<file path="config.mk">
export PLATFORM = sky130hd
export DESIGN_NAME = tsf_ctrl
export DESIGN_NICKNAME = d
export VERILOG_FILES = /design/src/design/tsf_pkg.sv /design/src/design/tsf_ctrl.sv
export SDC_FILE = /design/constraint.sdc
export NUM_CORES = 1
export LEC_CHECK = 0
export ABC_AREA = 0
export BUFFER_PORTS_ARGS = -buffer_cell sky130_fd_sc_hd__buf_2
export CAP_MARGIN = 20
export CORE_AREA = 2 2 39 41
export DETAILED_ROUTE_END_ITERATION = 12
export DIE_AREA = 0 0 41 43
export GPL_TIMING_DRIVEN = 0
export SLEW_MARGIN = 20
export SYNTH_ARGS = -nofsm -noshare
export SYNTH_HDL_FRONTEND = slang
export SYNTH_SLANG_ARGS = --single-unit
</file>
<file path="constraint.sdc">
create_clock -name clk -period 1.2 [get_ports clk]
set_input_delay 0.3 -clock clk [delete_from_list [all_inputs] [get_ports clk]]
set_output_delay 0.3 -clock clk [all_outputs]
set_load 0.05 [all_outputs]
</file>
<file path="src/design/tsf_pkg.sv">
// Shared types, codes and constants of the timestamp section filter.
`default_nettype none
package tsf_pkg;

	localparam int MAX_SECTIONS_DEF = 16;
	localparam int TIME_BITS = 48;
	localparam int LEN_W = 47;
	localparam int KIND_W = 2;

	localparam logic [KIND_W-1:0] KIND_INSERT = 2'd0;
	localparam logic [KIND_W-1:0] KIND_REMOVE = 2'd1;
	localparam logic [KIND_W-1:0] KIND_QUERY = 2'd2;
	localparam logic [KIND_W-1:0] KIND_UNUSED = 2'd3;

	localparam logic [LEN_W-1:0] LEN_MAX = {LEN_W{1'b1}};
	localparam logic signed [TIME_BITS-1:0] T_MAX = {1'b0, {(TIME_BITS-1){1'b1}}};
	localparam logic signed [TIME_BITS-1:0] T_MIN = {1'b1, {(TIME_BITS-1){1'b0}}};

	typedef enum logic [2:0] {
		ST_DONE = 3'd0,
		ST_NO_SECTIONS = 3'd1,
		ST_INSIDE = 3'd2,
		ST_GAP_DROP = 3'd3,
		ST_PAST_END = 3'd4,
		ST_START_IGNORED = 3'd5,
		ST_FULL = 3'd6,
		ST_BAD_INDEX = 3'd7
	} status_t;

	typedef enum logic [2:0] {
		CS_IDLE,
		CS_SETUP,
		CS_WALK,
		CS_TAIL,
		CS_COMMIT,
		CS_OUT
	} ctl_state_t;

	typedef enum logic [1:0] {
		PH_BEFORE,
		PH_MERGING,
		PH_AFTER
	} phase_t;

	typedef struct packed {
		logic [KIND_W-1:0] kind;
		logic signed [TIME_BITS-1:0] start_time;
		logic [LEN_W-1:0] span;
		logic [7:0] entry_index;
		logic signed [TIME_BITS-1:0] packet_pts;
		logic signed [TIME_BITS-1:0] packet_dts;
	} in_item_t;

	typedef struct packed {
		logic [2:0] status;
		logic [7:0] hit_section;
		logic signed [TIME_BITS-1:0] pts_out;
		logic signed [TIME_BITS-1:0] dts_out;
		logic [4:0] entry_count;
		logic [LEN_W-1:0] selected_total;
	} out_item_t;

	typedef struct packed {
		logic load_in;
		logic setup;
		logic walk;
		logic tail;
		logic commit;
		logic load_out;
	} ctl_cmd_t;

	typedef struct packed {
		logic [KIND_W-1:0] kind;
		logic early;
		logic walk_end;
		logic need_tail;
		logic out_free;
	} dp_stat_t;

endpackage
`default_nettype wire

</file>
<file path="src/design/tsf_ctrl.sv">
// Sequencing state machine of the timestamp section filter.
`default_nettype none
module tsf_ctrl (
	input wire logic clk,
	input wire logic arst_n,
	input wire logic in_valid,
	output logic in_stall,
	input wire tsf_pkg::dp_stat_t stat,
	output tsf_pkg::ctl_cmd_t cmd
);
	import tsf_pkg::*;

	ctl_state_t state_q;
	ctl_state_t state_next;

	always_ff @(posedge clk or negedge arst_n) begin
		if (!arst_n) begin
			state_q <= CS_IDLE;
		end else begin
			state_q <= state_next;
		end
	end

	always_comb begin
		state_next = state_q;
		case (state_q)
			CS_IDLE: begin
				if (in_valid) state_next = CS_SETUP;
			end
			CS_SETUP: begin
				state_next = stat.early ? CS_OUT : CS_WALK;
			end
			CS_WALK: begin
				if (stat.walk_end) begin
					if (stat.kind == KIND_QUERY) state_next = CS_OUT;
					else if (stat.need_tail) state_next = CS_TAIL;
					else state_next = CS_COMMIT;
				end
			end
			CS_TAIL: state_next = CS_COMMIT;
			CS_COMMIT: state_next = CS_OUT;
			CS_OUT: begin
				if (stat.out_free) state_next = CS_IDLE;
			end
			default: state_next = CS_IDLE;
		endcase
	end

	always_comb begin
		cmd = '0;
		in_stall = (state_q != CS_IDLE);
		case (state_q)
			CS_IDLE: cmd.load_in = in_valid;
			CS_SETUP: cmd.setup = 1'b1;
			CS_WALK: cmd.walk = 1'b1;
			CS_TAIL: cmd.tail = 1'b1;
			CS_COMMIT: cmd.commit = 1'b1;
			CS_OUT: cmd.load_out = stat.out_free;
			default: cmd = '0;
		endcase
	end

endmodule
`default_nettype wire

</file>
# Word level (Yosys, flattened, before mapping)
# Cells that the tools add are included.
# classes
n_mux,13
n_eq_ne,9
n_reduce_logical,3
# op_table
operator,count
$mux 3,6
$pmux 3 s6,1
$eq 3x2->1 const B,2
$eq 3x3->1 const B,2
$mux 1,6
$ne 2x2->1 const B,3
$eq 3x1->1 const B,1
$logic_not 3->1,1
$reduce_and 3->1,1
$reduce_bool 3->1,1
$eq 2x2->1 const B,1
# totals
reg_bits,3
wordCells,26
out_inout_bits,7

# Logic depth before layout (Yosys ltp)
# depth
word_depth,4
mapped_depth,5
ltp_nobuf,4

# Worst setup path after synthesis
# Ideal clock, no wire load.
# synth_path
path_type,register to output
from,register state_q[2]
to,output cmd[5] (netlist bit)
t_required_ns,0.900
path_stages_with_launch,5
setup_slack_ns,-0.979
n_path_buf,1
arrival_time_ns,1.879
path_cell_list,dfrtp_1 > buf_4 > inv_1 > nand3_1 > nor2_1
# synth_rtl
element,line,rtl
start: declaration,tsf_ctrl.sv:13,ctl_state_t state_q;
start signal: assignment,tsf_ctrl.sv:20,state_q <= state_next;
end: declaration,tsf_ctrl.sv:9,output tsf_pkg::ctl_cmd_t cmd

==> metrics.txt <==
top flop regs=state_q (3); GRT Overall Usage=0.128; drt drc=0; period utilization=1.26; Crit Path Class=reg2out; register bit total from synthesis=3; area post-placement=432 sq um; status=finished with violations; Pwr Total=2070 uW; final instance area=659 sq um; Vias/cell=4.87; wire per inst=13.1 microns; Max Transition Viols Final=0; Slew @ Worst Pin=241 ps; Area growth syn-to-layout=158%; Req. time, crit path=900 ps; via count=399; I/O Buffers=15; clk sinks=3; most area-hungry cell type in the Yosys netlist=dfrtp_1; list of most frequent post-synthesis cells=nor3_1 (4), dfrtp_1 (3), inv_1 (3), nand2_1 (3), nor2_1 (3); Max H-tree Level=1; synth warn=0; RSZ-0062 raised after global routing=true; CTS tree=built; Critical Path Max Stage Delay=430 ps; most frequent cell after synthesis=nor3_1; Mapped Nets=42; Root Driver=clkbuf_4; nets=76; hold depth=2; setup TNS=-2380 ps; Peak VDD IR=0.00107 V; initial antenna violation count=0; crit path capture type=output port; chip width=41 microns; Max-Slew Margin vs Limit=0.840; synth unique cells=19; Syn Area/Cell=7.73 sq um; Hold Path Class=in2reg; total routed wirelength=1070 microns; total CTS buffers=3; Placement Setup Slack=-274 ps; most used cell, CP=buf_6; synth top area cells=dfrtp_1 (29%), nor3_1 (7.8%), a311oi_1 (6.9%); startpoint types=register; PD cells=3150 nW/um^2; number of routed nets with antenna violations=0; GP Congestion=0.783; number of flip-flops in the largest register=3; hpwl dp=531 microns; CTS max path bufs=2; failing checks=negative setup slack; post-layout util=0.476; Max Cap Viol=0; height of the die=43 microns; CP Max Fanout=5; I/O pin total=16; # rows=14; R2R depth=6; CP cell instances=buf_6 > nor3_4 > buf_6; Synth top area share=0.294; Core Footprint=1380 sq um; setup violators final=10; endpoints failing hold=0; EDFF count, synth=0; first-pass GRT wire length=1410 microns; gr ovfl total=0; Die ar.=1760 sq um; static leakage=0.000279 uW; Max Fclk=664 MHz; pin count of the biggest net entering global routing=9; post-route setup slack=-307 ps; Antenna diodes=0; Worst-path clk slew=40 ps; Final Skew=6.23 ps; Post-Syn Area=255 sq um; first drt pass iteration count=4; initial core utilization=0.184; critical path's slowest cell=dfrtp_2; 1st-iter DRT viols=4; top_reg_cell synth=dfrtp_1; Post-Synthesis Cells=33; vias in the first global route=345; Clk Latency, worst-skew pair=240 ps; largest reg by FF count=state_q; layout cells sized above 1=0.803; Async S/R FF share, synth=1.00; post-synthesis sequential area ratio=0.294; CP arrival=1210 ps; post-route minimum period=1510 ps
==> critical path, delay by kind of cell, from the launching register on <==
kind,cells,cell delay [ps]
buffers and inverters,2,330
flip-flops,1,430
AND/OR/NAND/NOR,1,210
==> repair_timing <==
item                       in CTS  in global routing
gates resized for setup        18                 11
pin swaps                       6                 11
setup endpoints to repair       9                 10
hold buffers                    1                  0
buffers inserted                9                  5
hold endpoints to repair        3                  0
==> placed cells by master (no fill, tap or decap), types with 2 or more instances in the layout <==
master / instances
nor3_4: 4
buf_8: 2
nand2b_1: 2
nand2_1: 3
buf_2: 8
dfrtp_2: 3
clkinv_4: 2
a21oi_2: 2
nor2_4: 2
clkbuf_4: 3
buf_6: 8
o22ai_1: 2
buf_4: 11
==> power breakdown <==
part / internal (uW) / switching (uW) / leakage, uW
registers: 159 / 97.8 / 0.0000344
logic: 738 / 897 / 0.000230
clock network: 125 / 57.9 / 0.0000150
==> stage by stage <==
stage	hold WS, ps	instances
after floorplan	4.41	33
after global placement	95.2	64
after detailed placement	97.0	64
after CTS	276	78
after global routing	296	82
final	289	82
==> path summary, 6_finish.rpt <==
path / startpoint / endpoint / slack (ps)
max: state_q[0]$_DFFE_PN0P_ / cmd[1] / -310
min: stat[0] / state_q[0]$_DFFE_PN0P_ / 290
max reg2reg: state_q[2]$_DFFE_PN0P_ / state_q[0]$_DFFE_PN0P_ / -210
min reg2reg: state_q[2]$_DFFE_PN0P_ / state_q[1]$_DFFE_PN0P_ / 720
max in group asynchronous: arst_n / state_q[0]$_DFFE_PN0P_ / 700
min in group asynchronous: arst_n / state_q[1]$_DFFE_PN0P_ / 380
==> kinds of logic (layout without fill, tap and decap cells) <==
group / after synthesis / after routing / share of synthesized area
and+or+nand+nor: 15 / 15 / 0.304
AOI/OAI and AO/OA: 10 / 10 / 0.314
buffers and inverters: 5 / 38 / 0.0882
DFF: 3 / 3 / 0.294
==> layout make-up <==
type                    count  area, sq um
multi-input cells          25          253
clock buffers               4         26.3
inverters                   4         28.8
fillers                   137          724
repair buffers             30          253
well taps                  16         20.0
flip-flops and latches      3         78.8
==> per-layer routing <==
metal | wire (microns) | up-vias | share of wire | GRT usage
met4 | 42 | 0 | 0.039 | 0.120
met3 | 50 | 4 | 0.047 | 0.0157
met2 | 622 | 20 | 0.58 | 0.203
li1 | - | 192 | - | -
met5 | 0 | - | 0 | 0
met1 | 355 | 183 | 0.33 | 0.133
Note: power is estimated with default switching activity, not from simulation.
